<file path="src/rtl/pn_pkg.sv">
package pn_pkg;

	// Buffer geometry
	localparam int PATH_BYTES  = 256;
	localparam int STK_ENTRIES = 64;
	localparam int ADDR_W      = $clog2(PATH_BYTES);
	localparam int CNT_W       = ADDR_W + 1;
	localparam int SC_W        = $clog2(STK_ENTRIES + 1);
	localparam int SI_W        = (STK_ENTRIES > 1) ? $clog2(STK_ENTRIES) : 1;

	// Fixed field widths
	localparam int CH_W  = 8;
	localparam int LEN_W = 9;
	localparam int IDX_W = 8;

	localparam logic [CH_W-1:0] CH_SLASH = 8'h2F;
	localparam logic [CH_W-1:0] CH_DOT   = 8'h2E;

	// Datapath operations
	localparam int OP_W = 4;
	localparam logic [OP_W-1:0] OP_NONE      = 4'd0;
	localparam logic [OP_W-1:0] OP_TAKE_CH   = 4'd1;
	localparam logic [OP_W-1:0] OP_TAKE_CWD  = 4'd2;
	localparam logic [OP_W-1:0] OP_TAKE_SL   = 4'd3;
	localparam logic [OP_W-1:0] OP_JOB_START = 4'd4;
	localparam logic [OP_W-1:0] OP_MARK      = 4'd5;
	localparam logic [OP_W-1:0] OP_CLOSE     = 4'd6;
	localparam logic [OP_W-1:0] OP_FINISH    = 4'd7;
	localparam logic [OP_W-1:0] OP_RD_ADDR   = 4'd8;
	localparam logic [OP_W-1:0] OP_RD_EMIT   = 4'd9;

	typedef struct packed {
		logic            cmd;
		logic [CH_W-1:0] ch;
		logic            is_cwd;
		logic            last;
		logic [IDX_W-1:0] index;
	} pn_in_t;

	typedef struct packed {
		logic             status;
		logic [LEN_W-1:0] length;
		logic [CH_W-1:0]  out_char;
	} pn_out_t;

	typedef struct packed {
		logic            load;
		logic [OP_W-1:0] op;
	} pn_cmd_t;

	typedef struct packed {
		logic busy;
		logic out_free;
		logic item_cmd;
		logic ch_zero;
		logic ch_slash;
		logic is_cwd;
		logic last;
		logic path_started;
		logic cwd_seen;
		logic prev_slash;
	} pn_stat_t;

endpackage

</file>
<file path="src/rtl/pn_ctrl.sv">
module pn_ctrl (
	input  logic             clk,
	input  logic             arst_n,
	input  logic             in_valid,
	output logic             in_ready,
	input  pn_pkg::pn_stat_t stat,
	output pn_pkg::pn_cmd_t  cmd
);

	localparam logic [2:0] ST_IDLE = 3'd0;
	localparam logic [2:0] ST_PRE  = 3'd1;
	localparam logic [2:0] ST_MAIN = 3'd2;
	localparam logic [2:0] ST_LAST = 3'd3;
	localparam logic [2:0] ST_FIN  = 3'd4;
	localparam logic [2:0] ST_RDO  = 3'd5;

	logic [2:0] state_q, state_d;

	assign in_ready = (state_q == ST_IDLE);

	always_comb begin
		state_d  = state_q;
		cmd.load = 1'b0;
		cmd.op   = pn_pkg::OP_NONE;
		case (state_q)
			ST_IDLE: begin
				if (in_valid) begin
					cmd.load = 1'b1;
					state_d  = ST_PRE;
				end
			end
			ST_PRE: begin
				if (!stat.busy) begin
					if (stat.item_cmd) begin
						cmd.op  = pn_pkg::OP_RD_ADDR;
						state_d = ST_RDO;
					end else if (stat.ch_zero) begin
						state_d = ST_LAST;
					end else if (stat.is_cwd) begin
						if (!stat.path_started)
							cmd.op = pn_pkg::OP_TAKE_CWD;
						state_d = ST_LAST;
					end else if (stat.path_started) begin
						cmd.op  = pn_pkg::OP_TAKE_CH;
						state_d = ST_LAST;
					end else if (stat.ch_slash) begin
						// absolute path: drop the working directory
						cmd.op  = pn_pkg::OP_JOB_START;
						state_d = ST_MAIN;
					end else if (!stat.cwd_seen || !stat.prev_slash) begin
						// boundary acts as a separator
						cmd.op  = pn_pkg::OP_TAKE_SL;
						state_d = ST_MAIN;
					end else begin
						cmd.op  = pn_pkg::OP_MARK;
						state_d = ST_MAIN;
					end
				end
			end
			ST_MAIN: begin
				if (!stat.busy) begin
					cmd.op  = pn_pkg::OP_TAKE_CH;
					state_d = ST_LAST;
				end
			end
			ST_LAST: begin
				if (!stat.busy) begin
					if (stat.last) begin
						cmd.op  = pn_pkg::OP_CLOSE;
						state_d = ST_FIN;
					end else begin
						state_d = ST_IDLE;
					end
				end
			end
			ST_FIN: begin
				if (!stat.busy && stat.out_free) begin
					cmd.op  = pn_pkg::OP_FINISH;
					state_d = ST_IDLE;
				end
			end
			ST_RDO: begin
				if (stat.out_free) begin
					cmd.op  = pn_pkg::OP_RD_EMIT;
					state_d = ST_IDLE;
				end
			end
			default: state_d = ST_IDLE;
		endcase
	end

	always_ff @(posedge clk or negedge arst_n) begin
		if (!arst_n) begin
			state_q <= ST_IDLE;
		end else begin
			state_q <= state_d;
		end
	end

endmodule

</file>
<file path="src/rtl/pn_dp.sv">
module pn_dp (
	input  logic                    clk,
	input  logic                    arst_n,
	input  pn_pkg::pn_cmd_t         cmd,
	output pn_pkg::pn_stat_t        stat,
	input  pn_pkg::pn_in_t          in_data,
	input  logic [pn_pkg::LEN_W-1:0] out_limit,
	output logic                    out_valid,
	input  logic                    out_ready,
	output pn_pkg::pn_out_t         out_data
);

	localparam int CW  = pn_pkg::CNT_W;
	localparam int AW  = pn_pkg::ADDR_W;
	localparam int SCW = pn_pkg::SC_W;
	localparam int SIW = pn_pkg::SI_W;
	localparam int LW  = pn_pkg::LEN_W;
	localparam int PB  = pn_pkg::PATH_BYTES;
	localparam int SD  = pn_pkg::STK_ENTRIES;

	logic [pn_pkg::CH_W-1:0] store_mem [PB];
	logic [CW-1:0]           stack_mem [SD];

	pn_pkg::pn_in_t  item_q;
	pn_pkg::pn_out_t out_q;
	logic [CW-1:0]   write_pos_q, comp_begin_q, comp_len_q, taken_q, final_len_q;
	logic [SCW-1:0]  stack_cnt_q;
	logic            path_started_q, job_failed_q, done_failed_q;
	logic            comp_dots_q, prev_slash_q, cwd_seen_q;
	logic            pop_pend_q, out_valid_q;
	logic [pn_pkg::CH_W-1:0] store_rd_q;
	logic [CW-1:0]   stack_rd_q;

	logic [CW-1:0]   eff_limit;
	logic            taken_full;
	logic            take_op, take_en, c_slash, char_en;
	logic [pn_pkg::CH_W-1:0] take_c;
	logic            close_go, dots_short, pop_en, comp_go, close_fail, push_ok, stk_push;
	logic [CW:0]     close_end;
	logic [CW-1:0]   slash_pos, char_base;
	logic [CW:0]     char_pos;
	logic            st_we;
	logic [AW-1:0]   st_waddr;
	logic [pn_pkg::CH_W-1:0] st_wdata;
	logic            job_start_en, fin_failed;
	logic [CW-1:0]   fin_len;
	logic            out_free;
	logic [pn_pkg::CH_W-1:0] rd_char;

	assign out_free = !out_valid_q || out_ready;

	assign stat.busy         = pop_pend_q;
	assign stat.out_free     = out_free;
	assign stat.item_cmd     = item_q.cmd;
	assign stat.ch_zero      = (item_q.ch == '0);
	assign stat.ch_slash     = (item_q.ch == pn_pkg::CH_SLASH);
	assign stat.is_cwd       = item_q.is_cwd;
	assign stat.last         = item_q.last;
	assign stat.path_started = path_started_q;
	assign stat.cwd_seen     = cwd_seen_q;
	assign stat.prev_slash   = prev_slash_q;

	assign eff_limit  = ({1'b0, out_limit} > (LW+1)'(PB)) ? CW'(PB) : CW'(out_limit);
	assign taken_full = (taken_q >= CW'(PB - 1));

	assign take_op = (cmd.op == pn_pkg::OP_TAKE_CH) || (cmd.op == pn_pkg::OP_TAKE_CWD) ||
	                 (cmd.op == pn_pkg::OP_TAKE_SL);
	assign take_c  = (cmd.op == pn_pkg::OP_TAKE_SL) ? pn_pkg::CH_SLASH : item_q.ch;
	assign take_en = take_op && !taken_full;
	assign c_slash = (take_c == pn_pkg::CH_SLASH);
	assign char_en = take_en && !c_slash && !job_failed_q;

	// component close: "." dropped, ".." pops, others get a trailing slash
	assign close_go   = ((take_en && c_slash) || (cmd.op == pn_pkg::OP_CLOSE)) &&
	                    !job_failed_q && (comp_len_q != '0);
	assign dots_short = comp_dots_q && (comp_len_q <= CW'(2));
	assign pop_en     = close_go && comp_dots_q && (comp_len_q == CW'(2)) &&
	                    (stack_cnt_q != '0);
	assign comp_go    = close_go && !dots_short;
	assign close_end  = {1'b0, write_pos_q} + {1'b0, comp_len_q} + (CW+1)'(1);
	assign close_fail = (close_end >= {1'b0, eff_limit});
	assign push_ok    = comp_go && !close_fail;
	assign stk_push   = push_ok && (stack_cnt_q < SCW'(SD));
	assign slash_pos  = write_pos_q + comp_len_q;

	assign char_base = (comp_len_q == '0) ? write_pos_q : comp_begin_q;
	assign char_pos  = {1'b0, char_base} + {1'b0, comp_len_q};

	always_comb begin
		st_we    = 1'b0;
		st_waddr = slash_pos[AW-1:0];
		st_wdata = pn_pkg::CH_SLASH;
		if (push_ok) begin
			st_we = 1'b1;
		end else if (char_en && (char_pos < (CW+1)'(PB))) begin
			st_we    = 1'b1;
			st_waddr = char_pos[AW-1:0];
			st_wdata = take_c;
		end
	end

	assign job_start_en = (cmd.op == pn_pkg::OP_JOB_START) || (cmd.op == pn_pkg::OP_FINISH);
	assign fin_failed   = job_failed_q || (eff_limit < CW'(2));
	// slot before write_pos always holds a slash, so it is the trailing one
	assign fin_len      = fin_failed ? '0 :
	                      (write_pos_q > CW'(1)) ? (write_pos_q - CW'(1)) : write_pos_q;

	// slot zero is the root slash, never rewritten
	always_comb begin
		rd_char = '0;
		if (CW'(item_q.index) < final_len_q)
			rd_char = (item_q.index == '0) ? pn_pkg::CH_SLASH : store_rd_q;
	end

	always_ff @(posedge clk) begin
		if (st_we)
			store_mem[st_waddr] <= st_wdata;
		if (cmd.op == pn_pkg::OP_RD_ADDR)
			store_rd_q <= store_mem[item_q.index[AW-1:0]];
		if (stk_push)
			stack_mem[stack_cnt_q[SIW-1:0]] <= write_pos_q;
		if (pop_en)
			stack_rd_q <= stack_mem[SIW'(stack_cnt_q - SCW'(1))];
		if (cmd.load)
			item_q <= in_data;
	end

	always_ff @(posedge clk or negedge arst_n) begin
		if (!arst_n) begin
			write_pos_q    <= CW'(1);
			comp_begin_q   <= CW'(1);
			comp_len_q     <= '0;
			taken_q        <= '0;
			final_len_q    <= '0;
			stack_cnt_q    <= '0;
			path_started_q <= 1'b0;
			job_failed_q   <= 1'b0;
			done_failed_q  <= 1'b0;
			comp_dots_q    <= 1'b0;
			prev_slash_q   <= 1'b0;
			cwd_seen_q     <= 1'b0;
			pop_pend_q     <= 1'b0;
		end else begin
			pop_pend_q <= pop_en;
			if (pop_pend_q)
				write_pos_q <= stack_rd_q;
			if (cmd.op == pn_pkg::OP_TAKE_CWD)
				cwd_seen_q <= 1'b1;
			if (take_en) begin
				taken_q      <= taken_q + CW'(1);
				prev_slash_q <= c_slash;
			end
			if (char_en) begin
				if (comp_len_q == '0) begin
					comp_begin_q <= write_pos_q;
					comp_dots_q  <= (take_c == pn_pkg::CH_DOT);
				end else begin
					comp_dots_q <= comp_dots_q && (take_c == pn_pkg::CH_DOT);
				end
				comp_len_q <= comp_len_q + CW'(1);
			end
			if (close_go)
				comp_len_q <= '0;
			if (pop_en)
				stack_cnt_q <= stack_cnt_q - SCW'(1);
			if (comp_go && close_fail)
				job_failed_q <= 1'b1;
			if (stk_push)
				stack_cnt_q <= stack_cnt_q + SCW'(1);
			if (push_ok)
				write_pos_q <= close_end[CW-1:0];
			if (cmd.op == pn_pkg::OP_FINISH) begin
				done_failed_q <= fin_failed;
				final_len_q   <= fin_len;
			end
			if (job_start_en) begin
				write_pos_q    <= CW'(1);
				comp_begin_q   <= CW'(1);
				comp_len_q     <= '0;
				comp_dots_q    <= 1'b0;
				stack_cnt_q    <= '0;
				taken_q        <= '0;
				job_failed_q   <= 1'b0;
				prev_slash_q   <= 1'b0;
				cwd_seen_q     <= 1'b0;
			end
			if (cmd.op == pn_pkg::OP_FINISH)
				path_started_q <= 1'b0;
			else if ((cmd.op == pn_pkg::OP_JOB_START) || (cmd.op == pn_pkg::OP_TAKE_SL) ||
			         (cmd.op == pn_pkg::OP_MARK))
				path_started_q <= 1'b1;
		end
	end

	// result register
	always_ff @(posedge clk or negedge arst_n) begin
		if (!arst_n) begin
			out_valid_q <= 1'b0;
		end else if ((cmd.op == pn_pkg::OP_FINISH) || (cmd.op == pn_pkg::OP_RD_EMIT)) begin
			out_valid_q <= 1'b1;
		end else if (out_ready) begin
			out_valid_q <= 1'b0;
		end
	end

	always_ff @(posedge clk) begin
		if (cmd.op == pn_pkg::OP_FINISH) begin
			out_q.status   <= fin_failed;
			out_q.length   <= LW'(fin_len);
			out_q.out_char <= '0;
		end else if (cmd.op == pn_pkg::OP_RD_EMIT) begin
			out_q.status   <= done_failed_q;
			out_q.length   <= LW'(final_len_q);
			out_q.out_char <= rd_char;
		end
	end

	assign out_valid = out_valid_q;
	assign out_data  = out_q;

endmodule

</file>
<file path="src/rtl/path_normalizer.sv">
// Path normalizer. A job streams the working-directory bytes (is_cwd=1) and
// then the path bytes (is_cwd=0), one byte per push transfer (cmd=0); the
// transfer with last=1 ends the job and returns status and length. A leading
// '/' in the path discards the working directory; otherwise the boundary acts
// as a separator. Repeated slashes collapse, "." is dropped, ".." returns to
// the previous component start (no effect at root), and the trailing slash is
// removed. A component that would reach out_limit fails the job (status 1,
// length 0); out_limit below two fails every job. Read transfers (cmd=1)
// return status and length of the last finished job plus the byte at index
// (zero at or past length). One item is processed at a time: a push that
// ends the job also closes the last component and then finishes, a read
// fetches its byte from the store and then emits it, and each ".." that
// pops the component stack waits for the stack memory read. Results wait in
// an output register; a new item is accepted while a result is pending, and
// otherwise the block stalls only when it needs to load the next result.
// Configuration: out_limit at byte address 0, reset 256.
module path_normalizer (
	input  logic                clk,
	input  logic                arst_n,
	input  logic                in_valid,
	output logic                in_ready,
	input  pn_pkg::pn_in_t      in_data,
	output logic                out_valid,
	input  logic                out_ready,
	output pn_pkg::pn_out_t     out_data,
	input  logic                psel,
	input  logic                penable,
	input  logic                pwrite,
	input  logic [2:0]          paddr,
	input  logic [31:0]         pwdata,
	output logic [31:0]         prdata,
	output logic                pready
);

	localparam int LW = pn_pkg::LEN_W;

	logic [LW-1:0]    out_limit_q;
	logic             reg_sel;
	pn_pkg::pn_cmd_t  cmd;
	pn_pkg::pn_stat_t stat;

	// single register; upper address bit selects nothing
	assign reg_sel = (paddr[2] == 1'b0);
	assign pready  = 1'b1;
	assign prdata  = reg_sel ? 32'(out_limit_q) : '0;

	always_ff @(posedge clk or negedge arst_n) begin
		if (!arst_n) begin
			out_limit_q <= LW'(256);
		end else if (psel && penable && pwrite && reg_sel) begin
			out_limit_q <= pwdata[LW-1:0];
		end
	end

	pn_ctrl u_ctrl (
		.clk      (clk),
		.arst_n   (arst_n),
		.in_valid (in_valid),
		.in_ready (in_ready),
		.stat     (stat),
		.cmd      (cmd)
	);

	pn_dp u_dp (
		.clk       (clk),
		.arst_n    (arst_n),
		.cmd       (cmd),
		.stat      (stat),
		.in_data   (in_data),
		.out_limit (out_limit_q),
		.out_valid (out_valid),
		.out_ready (out_ready),
		.out_data  (out_data)
	);

endmodule

</file>
<file path="config.mk">
export PLATFORM = sky130hd
export DESIGN_NAME = path_normalizer
export DESIGN_NICKNAME = d
export VERILOG_FILES = /design/src/rtl/pn_pkg.sv /design/src/rtl/pn_ctrl.sv /design/src/rtl/pn_dp.sv /design/src/rtl/path_normalizer.sv
export SDC_FILE = /design/constraint.sdc
export NUM_CORES = 2
export LEC_CHECK = 0
export BUFFER_PORTS_ARGS = -buffer_cell sky130_fd_sc_hd__buf_2
export CORE_UTILIZATION = 46
export DETAILED_ROUTE_END_ITERATION = 7
export PLACE_DENSITY = 0.62
export SKIP_LAST_GASP = 1
export SYNTH_ARGS = -nofsm -noshare
export SYNTH_HDL_FRONTEND = slang
export SYNTH_SLANG_ARGS = --single-unit
</file>
<file path="constraint.sdc">
create_clock -name clk -period 15.8 [get_ports clk]
set_clock_uncertainty 0.15 [all_clocks]
set_input_delay 2.37 -clock clk [delete_from_list [all_inputs] [get_ports clk]]
set_output_delay 2.37 -clock clk [all_outputs]
set_load 0.01 [all_outputs]
</file>
### After elaboration in Yosys (flattened, before gate mapping)

Memories as Yosys holds them, arrays and structs flattened. A register that Yosys moved wholly into a read port is not among the register bits.
Cells that the tools add are included.

* flip-flop bits (word level): 109
* RAM bits: 2624
* bits of input ports: 61
* output and inout port bits: 53
* word-level logic and storage cells: 199
* memories kept: 2

* add/sub/neg operators: 9
* $lt $le $gt $ge: 9
* equality and inequality tests: 24
* muxes and demuxes: 74
* bitwise logic cells: 1
* reductions and logical operators: 56

Memory list
* u_dp.store_mem: depth 256, width 8, rd ports 1, clocked after Yosys merged registers in 1, wr ports 1, line pn_dp.sv:21 `logic [pn_pkg::CH_W-1:0] store_mem [PB];`
* u_dp.stack_mem: depth 64, width 9, rd ports 1, clocked after Yosys merged registers in 1, wr ports 1, line pn_dp.sv:22 `logic [CW-1:0] stack_mem [SD];`

Operators by type and width (number)
* two-way mux 9 bit: 15
* two-way mux 8 bit: 7
* two-way mux 3 bit: 13
* two-way mux 18 bit: 2
* two-way mux 4 bit: 8
* equality test 8 x 6 -> 1 bit (second input constant): 3
* two-way mux 1 bit: 23
* two-way mux 7 bit: 3
* adder 9 x 9 -> 10 bit: 2
* logical AND 1 bit: 20
* one-hot mux 4 bit (5 select lines): 1
* adder 9 x 1 -> 9 bit (second input constant): 2
* one-hot mux 3 bit (6 select lines): 1
* equality test 4 x 3 -> 1 bit (second input constant): 4
* zero test 8 bit: 2
* nonzero test 2 bit: 7
* adder 10 x 1 -> 10 bit (second input constant): 1
* greater-or-equal comparator 10 x 9 -> 1 bit: 1
* logical OR 1 bit: 10
* < comparator 10 x 9 -> 1 bit (second input constant): 1
* equality test 9 x 2 -> 1 bit (second input constant): 1
* greater-or-equal comparator 9 x 8 -> 1 bit (second input constant): 1
* greater-than comparator 9 x 1 -> 1 bit (second input constant): 1
* greater-than comparator 9 bit (second input constant): 1
* other kinds (25): 43

### Depth between registers and ports, before layout

* word-level depth: 24
* depth in mapped cells: 20
* mapped depth without buffers: 17

### Hierarchy

A second synthesis with hierarchy kept.

* cells, all modules: 5584
* area total of the unflattened synthesis: 110531.0 um2

Modules (own cells, without submodules)
* pn_dp: instances 1, cells an instance 5482, area each 109585.1 um2, seq. area each 81841.0 um2
* path_normalizer: instances 1, cells an instance 54, area each 618.1 um2, seq. area each 226.5 um2
* pn_ctrl: instances 1, cells an instance 48, area each 327.8 um2, seq. area each 75.1 um2

### Worst setup path before layout

Ideal clock, no wire load.

* path type: input-to-reg
* from: in out_ready
* to: mem u_dp.store_mem[0][4] (netlist name) (data pin)
* setup time: 0.867 ns
* arrival time: 7.724 ns
* data required time: 14.783 ns
* slack: 7.060 ns
* stages on the path: 10
* path buffers: 4
* cell sequence: nand2b_1 -> buf_2 -> and3_1 -> or3_1 -> a311o_1 -> buf_4 -> nor3_2 -> buf_2 -> clkbuf_1 -> and2_1

* word-level cells in the longest chain between the ends: 15

Ends and longest elaborated chain
* from (decl): line path_normalizer.sv:24 `input logic out_ready,`
* logical OR 1 bit *: line pn_dp.sv:50 `assign out_free = !out_valid_q || out_ready;`
* logical AND 1 bit: line pn_ctrl.sv:77 `if (!stat.busy && stat.out_free) begin`
* two-way mux 3 bit: line pn_ctrl.sv:77
* one-hot mux 4 bit (5 select lines) *: line pn_ctrl.sv:25 `case (state_q)`
* parallel branches: the longest is 10 deep, another holds two-way mux 8 bit
* two-way mux 8 bit *: line pn_dp.sv:93 `if (push_ok) begin`
* named net u_dp.st_wdata, one bit: line pn_dp.sv:44 `logic [pn_pkg::CH_W-1:0] st_wdata;`
* to (decl): line pn_dp.sv:21

Mark *: on every way through the listed nets, which the timed path passes.

### Final worst setup path

* from: reg u_dp.comp_len_q[1]
* to: mem u_dp.store_mem[1][7] (netlist name), enable pin

* word-level cells in the longest chain between the ends: 9

Ends and longest elaborated chain
* from (decl): line pn_dp.sv:26 `logic [CW-1:0] write_pos_q, comp_begin_q, comp_len_q, taken_q, final_len_q;`
* from (signal assigned): line pn_dp.sv:160 `comp_len_q <= comp_len_q + CW'(1);`
* parallel branches: the longest is 9 deep, another holds adder 9 x 9 -> 10 bit

Parallel ways; which one is timed is not known.

==> results.cfg <==
[run]
cap_violations = 0

[global_route]
grt_usage = 0.2166
grt_pass1_vias = 51900
grt_pass1_wl_um = 370100
grt_max_degree = 186
grt.overflow.total = 0
antenna_found_initial = 14

[critical_path]
worstPathMaxFanout = 23
cp.required_ps = 16120
worst_setup_path_end_kind = flip-flop
start_kind = flip-flop
criticalPathCategory = flip-flop to flip-flop
arrival_ps = 8330

[detailed_routing]
via_per_inst = 5.975
drcViolationCount = 0
routed_wl_um = 256600
drtIter0Drc = 5710
ant_nets = 0
drt-wirelength-per-cell_um = 29.77
drt_pass1_iterations = 5
vias = 51500

[timing]
slew_headroom = 0.1589
whs_ps = 317.7
worst_pin_slew_ps = 1262
min_period_ps = 8005
drv_slew = 0
clock.fmax_mhz = 124.9
min_period_over_period = 0.5066
hold_viol = 0
setup_tns_ps = 0
rsz0062_at_grt = false
setup_viol = 0

[clocking]
cts_root_buf = clkbuf_16
postCtsHoldBufs = 0
clk-insertion-delay-late_ps = 920
cts_made_buffers = 299
cts_tree = built
cts_buffer_depth = 4
htreeDepth = 5
cts.sink_count = 2750
post_cts_buffers = 0
cts.clk_slew.worst_paths_ps = 60
ctsResizeCount = 0

[yosys]
ys_warn_count = 0
ys_seq_elements = 2750
synthFlopType = edfxtp_1
syn_avg_cell_area_sq_um = 21.52
yosysSeqAreaShare = 0.7528
synth_edf_count = 2670
synthCells = 5070
netlist_area_sq_um = 109100
async_reset_ff_frac = 0.02618
synth.distinct_cells = 84

[die]
die_w_um = 489.0
io_pins = 114
rows = 178
core_sq_um = 235400
start_util = 0.4635
dieArea_sq_um = 239100
die_height_um = 489.0

[finish]
drive_gt1_frac = 0.2687
nets = 5365
fill_cells = 18280
area_delta_synth_final_pct = 11.91
seqCellArea_sq_um = 82160
multi_input_area_sq_um = 25770

[placed_design]
io_buffer_count = 64
dp_hpwl_um = 151600
gp_congestion = 0.8076

[hold_path]
hp-class = flip-flop to flip-flop

[power]
powerDensity_nw_per_um2 = 163.7
ir_drop_mv = 0.1367
p_leak_uw = 0.03756

[run_status]
status = finished clean
==> synth_stat cells, types with 9 or more instances <==
master / number / area share
xor2_1: 16 / 0.0013
a22o_1: 16 / 0.0013
buf_1: 52 / 0.0018
nor2b_1: 24 / 0.0014
nand2_1: 95 / 0.0033
buf_4: 30 / 0.0021
a22oi_1: 40 / 0.0028
clkbuf_1: 143 / 0.0049
a21oi_1: 55 / 0.0025
a221oi_1: 10 / 0.00080
nand2b_1: 34 / 0.0019
mux2i_1: 29 / 0.0027
o21a_1: 10 / 0.00069
nor2_1: 411 / 0.014
buf_2: 63 / 0.0029
or3_1: 17 / 0.00097
ha_1: 44 / 0.0050
edfxtp_1: 2670 / 0.73
dfrtp_1: 69 / 0.016
inv_1: 34 / 0.0012
nor4_1: 10 / 0.00057
mux2_2: 20 / 0.0021
nand3_1: 30 / 0.0014
a31oi_1: 10 / 0.00057
mux4_2: 823 / 0.17
o22ai_1: 13 / 0.00075
and3_1: 9 / 0.00052
and2_1: 11 / 0.00063
nor3_1: 45 / 0.0021
o21ai_0: 43 / 0.0020
a21o_1: 11 / 0.00076
xnor2_1: 25 / 0.0020
a211oi_1: 9 / 0.00062
==> layout by cell type, fill, tap and decap left out, types with 11 or more instances in the layout <==
master	synthesis	final
nand3_1	30	30
nor2_1	411	406
bufinv_16	0	14
buf_2	63	63
xnor2_1	25	24
mux4_2	823	823
xor2_1	16	15
clkinv_2	0	43
o21ai_0	43	43
nand2_1	95	93
edfxtp_1	2670	2670
nand2b_1	34	25
a21o_1	11	11
clkbuf_1	143	65
nor3_1	45	45
or3_1	17	17
nor2b_1	24	23
a22o_1	16	16
ha_1	44	43
clkbuf_16	0	304
inv_1	34	34
conb_1	2	24
dfrtp_1	69	60
a22oi_1	40	39
mux2_2	20	20
buf_4	30	89
clkinv_1	1	62
mux2i_1	29	29
a21oi_1	55	55
==> final timing paths <==
kind	from	endpoint	slack (ps)	cells past startpoint
worst max-delay path	u_dp.comp_len_q[1]	u_dp.store_mem[1][7]	7800	17
worst min-delay path	u_dp.comp_begin_q[0]	u_dp.comp_begin_q[0]	320	2
worst max register to register	u_dp.comp_len_q[1]	u_dp.store_mem[1][7]	7800	17
worst min register to register	u_dp.comp_begin_q[0]	u_dp.comp_begin_q[0]	320	2
max in group asynchronous	arst_n	u_dp.stack_cnt_q[0]	13180	2
min in group asynchronous	arst_n	out_limit_q[7]	1130	1
==> sequential cells by signal (all words and copies together), names as in the netlist, 16 cells and up <==
name,flops
u_dp.item_q,16
u_dp.stack_mem,576
u_dp.out_data,18
u_dp.store_mem,2048
==> cell families (layout without fill, tap and decap cells) <==
logic type | Yosys count | after routing | synth area share
mux | 872 | 872 | 0.1746
simple gates | 735 | 735 | 0.03063
other cells | 2 | 25 | 0.00006883
compound gates | 292 | 292 | 0.01933
buf+inv | 331 | 707 | 0.01363
xor+xnor | 41 | 41 | 0.003291
fa+ha+maj | 47 | 47 | 0.005596
flops | 2750 | 2750 | 0.7528
==> layout make-up <==
class	instances	share of cell area
flip-flops and latches	2750	0.6728
diodes	1	0.00002049
clock buffers	375	0.06498
inverters	35	0.001076
well taps	3150	0.03228
clock inverters	137	0.008403
repair buffers	160	0.009366
multi-input cells	2011	0.2110
==> per-layer routing <==
| layer | GRT usage | vias up | wire length [um] |
|---|---|---|---|
| li1 | - | 21580 | - |
| met1 | 0.3059 | 27480 | 105000 |
| met2 | 0.3342 | 2027 | 121600 |
| met3 | 0.04900 | 418 | 21460 |
| met4 | 0.07306 | 0 | 8579 |
| met5 | 0 | - | 0 |
==> report_power, final <==
group,internal [uW],switching (uW)
sequential,9080,130
combinational,1360,2920
clock,3770,2730
total,14200,5780
==> through the flow <==
step           worst slack (ps)  cell area, sq um  power (uW)  cells    util
2_1_floorplan              7060            109200       12170   5092       -
3_3_place_gp               7772            113100       13590   8106  0.4806
3_5_place_dp               7671            113100       13690   8106  0.4806
4_1_cts                    7966            122100       20150   8618  0.5187
5_1_grt                    7555            122100       20660   8619  0.5187
6_report                   7795            122100       19990   8619  0.5187
==> critical path, cell delays in order (launching register included) <==
cell       delay, ps
dfrtp_1          530
inv_1            300
ha_1             220
nand4b_1         570
o21ai_0          570
ha_1             270
inv_1             70
fa_1             430
nor2b_1          210
o31ai_1           90
a2111oi_0        480
o31ai_1          260
nor3_4           560
buf_4            490
mux2i_1          400
nand2_1          710
buf_4            520
nor2_1           690
(Power assumes the default switching activity.)
